## config.mk

```make
export PLATFORM = sky130hd
export DESIGN_NAME = unsolicited_na_frame_generator_core
export DESIGN_NICKNAME = d
export VERILOG_FILES = /design/src/rtl/core/unafg_pkg.sv /design/src/rtl/core/unsolicited_na_frame_generator_core.sv
export SDC_FILE = /design/constraint.sdc
export NUM_CORES = 1
export LEC_CHECK = 0
export ABC_CLOCK_PERIOD_IN_PS = 6400
export BUFFER_PORTS_ARGS = -buffer_cell sky130_fd_sc_hd__buf_2
export CAP_MARGIN = 20
export CORE_MARGIN = 2
export CORE_UTILIZATION = 60
export DETAILED_ROUTE_END_ITERATION = 8
export PLACE_DENSITY_LB_ADDON = 0.12
export SETUP_SLACK_MARGIN = 0.02
export SYNTH_ARGS = -nofsm -noshare
export SYNTH_HDL_FRONTEND = slang
export SYNTH_SLANG_ARGS = --single-unit
```

## constraint.sdc

```tcl
create_clock -name clock -period 6.4 [get_ports clock]
set_input_delay 0.96 -clock clock [delete_from_list [all_inputs] [get_ports clock]]
set_output_delay 0.96 -clock clock [all_outputs]
set_load 0.01 [all_outputs]
```

## src/rtl/core/unafg_pkg.sv

```systemverilog
// unafg_pkg: constants shared by the unsolicited neighbor advertisement frame core
// frame layout, register indexes and widths; no dependencies

package unafg_pkg;

   localparam int FRAME_WORDS = 43;
   localparam int POS_W       = 6;
   localparam int WORD_W      = 16;
   localparam int CSR_DATA_W  = 64;
   localparam int CSR_INDEX_W = 2;
   localparam int CSUM_ACC_W  = 21;

   typedef logic [POS_W-1:0]  pos_type;
   typedef logic [WORD_W-1:0] word_type;

   // register indexes
   localparam logic [CSR_INDEX_W-1:0] CSR_SOURCE_MAC   = 2'd0;
   localparam logic [CSR_INDEX_W-1:0] CSR_TARGET_UPPER = 2'd1;
   localparam logic [CSR_INDEX_W-1:0] CSR_TARGET_LOWER = 2'd2;

   // word positions inside the frame
   localparam pos_type POS_MAC_FIRST  = 6'd3;
   localparam pos_type POS_MAC_LAST   = 6'd5;
   localparam pos_type POS_ADDR_FIRST = 6'd11;
   localparam pos_type POS_ADDR_LAST  = 6'd18;
   localparam pos_type POS_CSUM       = 6'd28;
   localparam pos_type POS_LAST       = pos_type'(FRAME_WORDS - 1);

   // fixed frame words
   localparam word_type W_DST_MAC_HI  = 16'h3333;
   localparam word_type W_DST_MAC_LO  = 16'h0001;
   localparam word_type W_ETHERTYPE   = 16'h86dd;
   localparam word_type W_IP_VERSION  = 16'h6000;
   localparam word_type W_PAYLOAD_LEN = 16'h0020;
   localparam word_type W_NXT_HOP     = 16'h3aff;
   localparam word_type W_ALL_NODES   = 16'hff02;
   localparam word_type W_NODES_LOW   = 16'h0001;
   localparam word_type W_NA_TYPE     = 16'h8800;
   localparam word_type W_NA_FLAGS    = 16'h2000;
   localparam word_type W_OPT_TLLA    = 16'h0201;
   localparam word_type W_NEXT_HDR    = 16'h003a;

   // unfolded sum of every fixed word that the checksum covers
   localparam logic [CSUM_ACC_W-1:0] CSUM_INIT = CSUM_ACC_W'(
      32'(W_ALL_NODES) + 32'(W_NODES_LOW) + 32'(W_PAYLOAD_LEN) + 32'(W_NEXT_HDR)
      + 32'(W_NA_TYPE) + 32'(W_NA_FLAGS) + 32'(W_OPT_TLLA));

endpackage

```

## src/rtl/core/unsolicited_na_frame_generator_core.sv

```systemverilog
// unsolicited_na_frame_generator_core: emits unsolicited ipv6 neighbor advertisement frames
// depends on unafg_pkg
//
// usage: a word on the req_ channel with req_send_request high starts one 86-byte ethernet
// frame, sent on the rsp_ channel as 43 big-endian 16-bit words; rsp_last_word marks the
// final word. a request word with req_send_request low is taken and produces nothing.
// csr_ writes set the source mac and the two halves of the advertised address; the user must
// see that they are only written while no frame is in flight; the block does not enforce it.
// after a request is taken the active flag and word counter are set, and the first word then
// loads into the output register once it is free. throughput: one word per cycle while the
// receiver does not stall; the next request is taken in the cycle that the last word of the
// current frame loads into the output register, so unstalled frames follow with no gap.
// the icmpv6 checksum is accumulated from the address and mac words as they go out and
// is folded when word 28 is formed.
// when the receiver stalls the output register holds its word and the counter waits.
// reset (synchronous) clears the active flag, counter, output valid and csr registers to zero.

module unsolicited_na_frame_generator_core
   import unafg_pkg::*;
(
   input  logic                   clock,
   input  logic                   reset,
   input  logic                   req_valid,
   output logic                   req_ready,
   input  logic                   req_send_request,
   output logic                   rsp_valid,
   input  logic                   rsp_ready,
   output logic [WORD_W-1:0]      rsp_frame_word,
   output logic                   rsp_last_word,
   input  logic                   csr_write_enable,
   input  logic [CSR_INDEX_W-1:0] csr_index,
   input  logic [CSR_DATA_W-1:0]  csr_write_data
);

   logic [47:0]           source_mac_ff;
   logic [63:0]           target_upper_ff;
   logic [63:0]           target_lower_ff;

   logic                  active_ff, active_in;
   pos_type               pos_ff, pos_in;
   logic [CSUM_ACC_W-1:0] acc_ff, acc_in;

   logic                  rsp_valid_ff, rsp_valid_in;
   word_type              rsp_word_ff, rsp_word_in;
   logic                  rsp_last_ff, rsp_last_in;

   logic                  advance;
   logic                  req_take;
   word_type              word;
   logic [16:0]           fold1;
   word_type              fold2;

   assign advance   = active_ff && (!rsp_valid_ff || rsp_ready);
   assign req_ready = !active_ff || (advance && (pos_ff == POS_LAST));
   assign req_take  = req_valid && req_ready;

   // end-around fold of the accumulated sum
   assign fold1 = 17'(acc_ff[15:0]) + 17'(acc_ff[CSUM_ACC_W-1:16]);
   assign fold2 = fold1[15:0] + 16'(fold1[16]);

   always_comb begin
      case (pos_ff)
         6'd0:  word = W_DST_MAC_HI;
         6'd2:  word = W_DST_MAC_LO;
         6'd3:  word = source_mac_ff[47:32];
         6'd4:  word = source_mac_ff[31:16];
         6'd5:  word = source_mac_ff[15:0];
         6'd6:  word = W_ETHERTYPE;
         6'd7:  word = W_IP_VERSION;
         6'd9:  word = W_PAYLOAD_LEN;
         6'd10: word = W_NXT_HOP;
         6'd11, 6'd31: word = target_upper_ff[63:48];
         6'd12, 6'd32: word = target_upper_ff[47:32];
         6'd13, 6'd33: word = target_upper_ff[31:16];
         6'd14, 6'd34: word = target_upper_ff[15:0];
         6'd15, 6'd35: word = target_lower_ff[63:48];
         6'd16, 6'd36: word = target_lower_ff[47:32];
         6'd17, 6'd37: word = target_lower_ff[31:16];
         6'd18, 6'd38: word = target_lower_ff[15:0];
         6'd19: word = W_ALL_NODES;
         6'd26: word = W_NODES_LOW;
         6'd27: word = W_NA_TYPE;
         6'd28: word = ~fold2;
         6'd29: word = W_NA_FLAGS;
         6'd39: word = W_OPT_TLLA;
         6'd40: word = source_mac_ff[47:32];
         6'd41: word = source_mac_ff[31:16];
         6'd42: word = source_mac_ff[15:0];
         default: word = '0;
      endcase
   end

   always_comb begin
      active_in    = active_ff;
      pos_in       = pos_ff;
      acc_in       = acc_ff;
      rsp_valid_in = rsp_valid_ff;
      rsp_word_in  = rsp_word_ff;
      rsp_last_in  = rsp_last_ff;

      if (rsp_valid_ff && rsp_ready) begin
         rsp_valid_in = 1'b0;
      end

      if (advance) begin
         rsp_valid_in = 1'b1;
         rsp_word_in  = word;
         rsp_last_in  = (pos_ff == POS_LAST);
         pos_in       = pos_ff + 6'd1;
         // mac words count once, address words twice (source and target)
         if (pos_ff >= POS_MAC_FIRST && pos_ff <= POS_MAC_LAST) begin
            acc_in = acc_ff + CSUM_ACC_W'(word);
         end else if (pos_ff >= POS_ADDR_FIRST && pos_ff <= POS_ADDR_LAST) begin
            acc_in = acc_ff + CSUM_ACC_W'({word, 1'b0});
         end
         if (pos_ff == POS_LAST) begin
            active_in = 1'b0;
         end
      end

      if (req_take && req_send_request) begin
         active_in = 1'b1;
         pos_in    = '0;
         acc_in    = CSUM_INIT;
      end
   end

   always_ff @(posedge clock) begin
      if (reset) begin
         active_ff       <= 1'b0;
         pos_ff          <= '0;
         rsp_valid_ff    <= 1'b0;
         source_mac_ff   <= '0;
         target_upper_ff <= '0;
         target_lower_ff <= '0;
      end else begin
         active_ff    <= active_in;
         pos_ff       <= pos_in;
         rsp_valid_ff <= rsp_valid_in;
         if (csr_write_enable) begin
            case (csr_index)
               CSR_SOURCE_MAC:   source_mac_ff   <= csr_write_data[47:0];
               CSR_TARGET_UPPER: target_upper_ff <= csr_write_data;
               CSR_TARGET_LOWER: target_lower_ff <= csr_write_data;
               default: ;
            endcase
         end
      end
   end

   always_ff @(posedge clock) begin
      acc_ff      <= acc_in;
      rsp_word_ff <= rsp_word_in;
      rsp_last_ff <= rsp_last_in;
   end

   assign rsp_valid      = rsp_valid_ff;
   assign rsp_frame_word = rsp_word_ff;
   assign rsp_last_word  = rsp_last_ff;

endmodule
```

==> results.yml, run 1 <==
outcome:
  outcome: "complete, no violations"
power_and_ir_drop:
  power_density_mw_per_mm2: 238.7
  p_leak_nw: 4.810
  irDropWorstVdd_mv: 0.2036
yosys:
  synth_common_cells: "nand2_1, a21oi_1, dfxtp_1"
  synth-seq-area-share: 0.3987
  synth_cell_types: 68
  synth-warning-count: 0
  synthTopCellsByArea: "dfxtp_1, nand2_1, a21oi_1, ha_1, edfxtp_1"
  async_flop_share: 0
  ys.flop_type: "dfxtp_1"
  avgSynthCellArea_um2: 7.783
  syn-cell-area_mm2: 0.01157
  synth_most_common_cell: "nand2_1"
  ys_seq_elements: 222
  synth_top_area_frac: 0.3546
  syn_nets: 1606
  synth_enable_flop_cells: 17
  syn_inst: 1487
  synth_area_leader_cell: "dfxtp_1"
critical_path:
  crit_start: "acc_ff[16]$_SDFFE_PP1P_"
  cp.required_ns: 6.85
  reg2reg_to: "acc_ff[20]$_SDFFE_PP0P_"
  critPathKind: "flop to flop"
  worstPathMaxFanout: 8
  endpoint_kind: "flop"
  arrival_ns: 6.35
  r2r_slack_ns: 0.50
  cp-endpoint: "acc_ff[20]$_SDFFE_PP0P_"
  r2r-start: "acc_ff[16]$_SDFFE_PP1P_"
  r2r_cells: 24
  startpoint_type: "flop"
routing:
  vias_per_cell: 6.326
  vias: 11463
  wire_per_inst_um: 20.39
  drtIter0Drc: 1166
  drcViolationCount: 0
  ant_nets: 0
  routed_wl_mm: 36.95
  dr.pass1.iters: 6
cts:
  insertion_delay_ns: 0.54
  ctsResizeCount: 0
  hold_buffers: 0
  max-clock-path-buffers: 3
  clkTransAtPathRegs_ns: 0.06
  cts_made_buffers: 23
  cts_root_buffer: "clkbuf_16"
  post_cts_buffers: 0
  clock_sinks: 222
  cts_tree: "built"
  htreeDepth: 1
sta:
  clock_skew_ns: 0.01041
  slew_headroom: 0.2195
  worst_pin_slew_ns: 1.166
  fmax_mhz: 169.5
  setup_violations: 0
  fin_setup_tns_ns: 0
  period_share: 0.9220
  hold_violations: 0
  post-route-min-period_ns: 5.901
  grt_setup_unrepaired: "no"
  finalMaxSlewViolations: 0
  hold_slack_ns: 0.4541
cells_and_area:
  syn_to_final_growth_pct: 12.41
  nets: 1654
  antenna_cells: 0
  utilization: 0.6909
  drive_above_1_share: 0.1173
min_path:
  holdCritPathClass: "flop to flop"
  min-delay-start: "target_upper_ff[6]$_SDFFE_PP0P_"
floorplanning:
  rows: 50
  core_mm2: 0.01883
  die_width_um: 142.9
  die_h_um: 142.9
  start_util: 0.6146
  ios: 91
  die_area_mm2: 0.02042
placed_design:
  hpwlAfterDp_mm: 25.03
  port_buffers: 90
  place_congestion: 1.057
grt:
  grt_usage: 0.3585
  grt_pass1_wl_mm: 57.20
  grt-ovfl-total: 0
  first_global_vias: 10623
  grt_max_degree: 95
  antenna_found_initial: 1
flow_run:
  drv_cap: 0
[layout make-up]
| cell class | instances | area, um2 |
|---|---|---|
| Multi-Input combinational cell | 1151 | 6555 |
| Fill cell | 1592 | 5821 |
| Sequential cell | 222 | 4614 |
| Clock buffer | 36 | 715.7 |
| Timing Repair Buffer | 119 | 678.2 |
| Tap cell | 260 | 325.3 |
| Inverter | 18 | 67.56 |
| Clock inverter | 6 | 53.80 |
[layout by cell type, fill, tap and decap left out, types with 5 or more instances in the layout]
cell type / netlist / routed
a2111oi_0: 5 / 5
a211oi_1: 14 / 14
a21o_1: 10 / 10
a21oi_1: 228 / 228
a221o_1: 5 / 5
a221oi_1: 25 / 25
a222oi_1: 14 / 14
a22o_1: 14 / 14
a22oi_1: 27 / 27
a31oi_1: 7 / 7
and2_1: 7 / 7
and3_1: 15 / 15
and4_1: 6 / 6
buf_2: 6 / 89
buf_4: 1 / 28
clkbuf_1: 85 / 5
clkbuf_16: 0 / 24
clkbuf_8: 0 / 7
dfxtp_1: 205 / 205
edfxtp_1: 17 / 17
ha_1: 44 / 44
inv_1: 17 / 17
nand2_1: 414 / 414
nand2b_1: 6 / 6
nand3_1: 18 / 18
nand4_1: 12 / 12
nor2_1: 63 / 62
nor2b_1: 13 / 12
nor3_1: 25 / 24
o211ai_1: 15 / 15
o21a_1: 10 / 10
o21ai_0: 34 / 34
or2_2: 6 / 6
xnor2_1: 31 / 31
xor2_1: 18 / 18
[per-stage QoR]
step / total power [mW] / instance area (um2) / instances / setup slack (ns)
6_report: 3.106 / 13010 / 1812 / 0.4994
5_1_grt: 3.206 / 13010 / 1812 / 0.04003
4_1_cts: 3.113 / 13000 / 1811 / 0.6987
3_5_place_dp: 1.770 / 12230 / 1769 / 0.7235
3_3_place_gp: 1.765 / 12230 / 1769 / 0.8536
2_1_floorplan: 1.665 / 11570 / 1487 / 1.311
[state kept, by name (all words and copies together), names as in the netlist]
register,flops
source_mac_ff,48
active_ff,1
acc_ff,21
rsp_last_word,1
pos_ff,6
rsp_frame_word,16
rsp_valid,1
target_lower_ff,64
target_upper_ff,64
[metal layers]
layer	global-route usage	vias up	wire [um]
met4	0.2168	0	2513
li1	-	5367	-
met3	0.05567	130	2729
met5	0	-	0
met1	0.4459	5411	14450
met2	0.5881	555	17260
[critical path: stages (launching register included)]
cell,delay (ns)
dfxtp_1,0.44
ha_1,0.25
fa_1,0.23
a211o_1,0.17
a21oi_1,0.07
buf_4,0.18
nor3_1,0.22
ha_1,0.20
ha_1,0.16
nand2_1,0.07
nor3_1,0.25
nand2_1,0.17
o21ai_0,0.18
a21oi_1,0.10
xnor2_1,0.15
o21ai_0,0.42
ha_1,0.39
a2111oi_0,0.45
o21ai_0,0.31
a311oi_1,0.33
nor2_1,0.14
o2111a_1,0.26
a211oi_1,0.39
o211ai_1,0.18
o31ai_1,0.11
[cell families (layout without fill, tap and decap cells)]
group | count (synthesis) | count (layout) | synth area share
flip-flops | 222 | 222 | 0.3987
AO/OA/AOI/OAI | 440 | 440 | 0.2398
buffers and inverters | 114 | 179 | 0.03795
AND/OR/NAND/NOR | 611 | 611 | 0.2302
adder cells (fa/ha/maj) | 47 | 47 | 0.05276
XOR/XNOR | 49 | 49 | 0.03708
multiplexers | 4 | 4 | 0.003568
[worst min path at each step]
stage                                       endpoint  slack, ns  depth (start not counted)
floorplan             source_mac_ff[21]$_SDFFE_PP0P_       0.43                          2
finish               target_upper_ff[6]$_SDFFE_PP0P_       0.45                          2
global placement    target_upper_ff[38]$_SDFFE_PP0P_       0.44                          2
detailed placement  target_upper_ff[33]$_SDFFE_PP0P_       0.45                          2
CTS                 target_upper_ff[33]$_SDFFE_PP0P_       0.45                          2
global route        target_upper_ff[37]$_SDFFE_PP0P_       0.47                          2
[power breakdown]
group | switching, mW | internal (mW)
sequential | 0.0241 | 1.44
combinational | 0.183 | 0.0982
clock | 0.583 | 0.776
total | 0.789 | 2.32
No activity file was read; power rests on OpenSTA's default activity.
==> run 2: changes to the inputs <==
--- a/config.mk
+++ b/config.mk
@@ -12,6 +12,7 @@
 export CORE_UTILIZATION = 60
 export DETAILED_ROUTE_END_ITERATION = 8
 export PLACE_DENSITY_LB_ADDON = 0.12
+export RECOVER_POWER = 100
 export SETUP_SLACK_MARGIN = 0.02
 export SYNTH_ARGS = -nofsm -noshare
 export SYNTH_HDL_FRONTEND = slang
==> results.yml, run 2 (synthesis results as in run 1) <==
placed_design:
  dp_slack_ns: 0.7235
  port_buffers: 90
  hpwlAfterDp_mm: 25.03
  place_congestion: 1.057
min_path:
  holdCritPathClass: "flop to flop"
  min-delay-start: "source_mac_ff[8]$_SDFFE_PP0P_"
  worstHoldEndpoint: "source_mac_ff[8]$_SDFFE_PP0P_"
  hold_depth: 2
routing:
  dr_wl_met2_mm: 17.29
  routed_wl_mm: 37.10
  wire_per_inst_um: 20.47
  vias_per_cell: 6.316
  route.met3.wl_mm: 3.112
  met1_length_mm: 14.25
  dr.max_layer_used: "met4"
  drcViolationCount: 0
  drtIter0Drc: 1197
  dr.pass1.iters: 8
  ant_nets: 0
  vias: 11444
cells_and_area:
  register_area_mm2: 0.004614
  syn_to_final_growth_pct: 11.93
  reg_top3: "target_lower_ff x64, target_upper_ff x64, source_mac_ff x48"
  final_cell_mix: "nand2_1, a21oi_1, dfxtp_1, buf_2, nor2_1"
  antenna_cells: 0
  multi_input_area_mm2: 0.006548
  layout_commonest_cell: "nand2_1"
  drive_above_1_share: 0.1012
  fill_cells: 1609
  nets: 1654
floorplanning:
  ios: 91
  core_mm2: 0.01883
  rows: 50
  die_width_um: 142.9
  die_h_um: 142.9
  die_area_mm2: 0.02042
  start_util: 0.6146
sta:
  finalMaxSlewViolations: 187
  hold_slack_ns: 0.4548
  fin_setup_tns_ns: 0
  period_share: 0.9410
  clock_skew_ns: 0.009808
  post-route-min-period_ns: 6.022
  setup_violations: 0
  slew_headroom: -1.796
  fmax_mhz: 166.0
  hold_violations: 0
  grt_setup_unrepaired: "no"
  worst_pin_slew_ns: 4.195
  worst_slack_ns: 0.3776
grt:
  grt_pass1_wl_mm: 57.20
  grt_max_degree: 95
  grt_usage: 0.3585
  antenna_found_initial: 1
  grt-ovfl-total: 0
  first_global_vias: 10623
critical_path:
  startpoint_type: "flop"
  endpoint_kind: "flop"
  worstPathMaxFanout: 25
  critPathKind: "flop to flop"
  reg2reg_to: "acc_ff[20]$_SDFFE_PP0P_"
  r2r-start: "pos_ff[3]$_SDFFE_PP0P_"
  r2r_slack_ns: 0.38
  r2r_cells: 16
  cp.required_ns: 6.85
  arrival_ns: 6.47
cts:
  clock_sinks: 222
  cts_tree: "built"
  post_cts_buffers: 0
  max-clock-path-buffers: 3
  cts_root_buffer: "clkbuf_16"
  ctsResizeCount: 0
  clkTransAtPathRegs_ns: 0.06
  cts_made_buffers: 23
  htreeDepth: 1
  insertion_delay_ns: 0.54
  hold_buffers: 0
power_and_ir_drop:
  p_leak_nw: 4.737
  irDropWorstVdd_mv: 0.2032
  power_density_mw_per_mm2: 240.0
  p_total_mw: 3.109
outcome:
  outcome: "finished, violations left"
  violations: "capacitance limit, slew limit"
flow_run:
  drv_cap: 2
-- run 2: final cells by class --
type,count,share of cell area
timing repair buffer,119,0.04868
tap,260,0.02511
clock inverter,6,0.004153
multi-input combinational,1151,0.5054
clock buffer,36,0.05524
inverter,18,0.005215
sequential,222,0.3562
-- run 2: how the worst max path moves through the flow --
stage / end / cells after the start / startpoint / slack [ns]
6_report: acc_ff[20]$_SDFFE_PP0P_ / 16 / pos_ff[3]$_SDFFE_PP0P_ / 0.38
5_1_grt: acc_ff[17]$_SDFFE_PP0P_ / 23 / acc_ff[16]$_SDFFE_PP1P_ / 0.05
4_1_cts: acc_ff[20]$_SDFFE_PP0P_ / 24 / acc_ff[16]$_SDFFE_PP1P_ / 0.70
3_5_place_dp: acc_ff[20]$_SDFFE_PP0P_ / 24 / acc_ff[16]$_SDFFE_PP1P_ / 0.72
3_3_place_gp: acc_ff[20]$_SDFFE_PP0P_ / 24 / acc_ff[16]$_SDFFE_PP1P_ / 0.85
2_1_floorplan: acc_ff[20]$_SDFFE_PP0P_ / 23 / acc_ff[16]$_SDFFE_PP1P_ / 1.31
-- run 2: stage by stage --
| stage | utilization | std cells | area (um2) |
|---|---|---|---|
| after floorplan | - | 1487 | 11570 |
| after global placement | 0.6494 | 1769 | 12230 |
| after detailed placement | 0.6494 | 1769 | 12230 |
| after CTS | 0.6903 | 1811 | 13000 |
| after global routing | 0.6880 | 1812 | 12950 |
| final | 0.6880 | 1812 | 12950 |
-- run 2: critical path, stage by stage, from the launching register on --
cell and delay [ns]:
dfxtp_1 0.89, inv_1 0.35, a21oi_1 0.24, nor3_2 0.07
clkbuf_1 0.37, a22o_1 0.36, a2111oi_0 0.80, o2111ai_1 0.41
ha_1 0.38, a2111oi_0 0.39, o21ai_0 0.29, a311oi_1 0.32
nor2_1 0.14, o2111a_1 0.26, a211oi_1 0.39, o211ai_1 0.18
o31ai_1 0.10
-- run 2: power breakdown --
group          switching, mW  total, mW  leakage (nW)  internal [mW]
clock                  0.587       1.36         0.382          0.776
combinational          0.183      0.279          2.54         0.0966
sequential            0.0243       1.47          1.82           1.44
-- run 2: metal layers --
metal  GRT usage  vias to the layer above
met4      0.2168                        0
met2      0.5881                      614
met5           0                        -
li1            -                     5364
met3     0.05567                      125
met1      0.4459                     5341
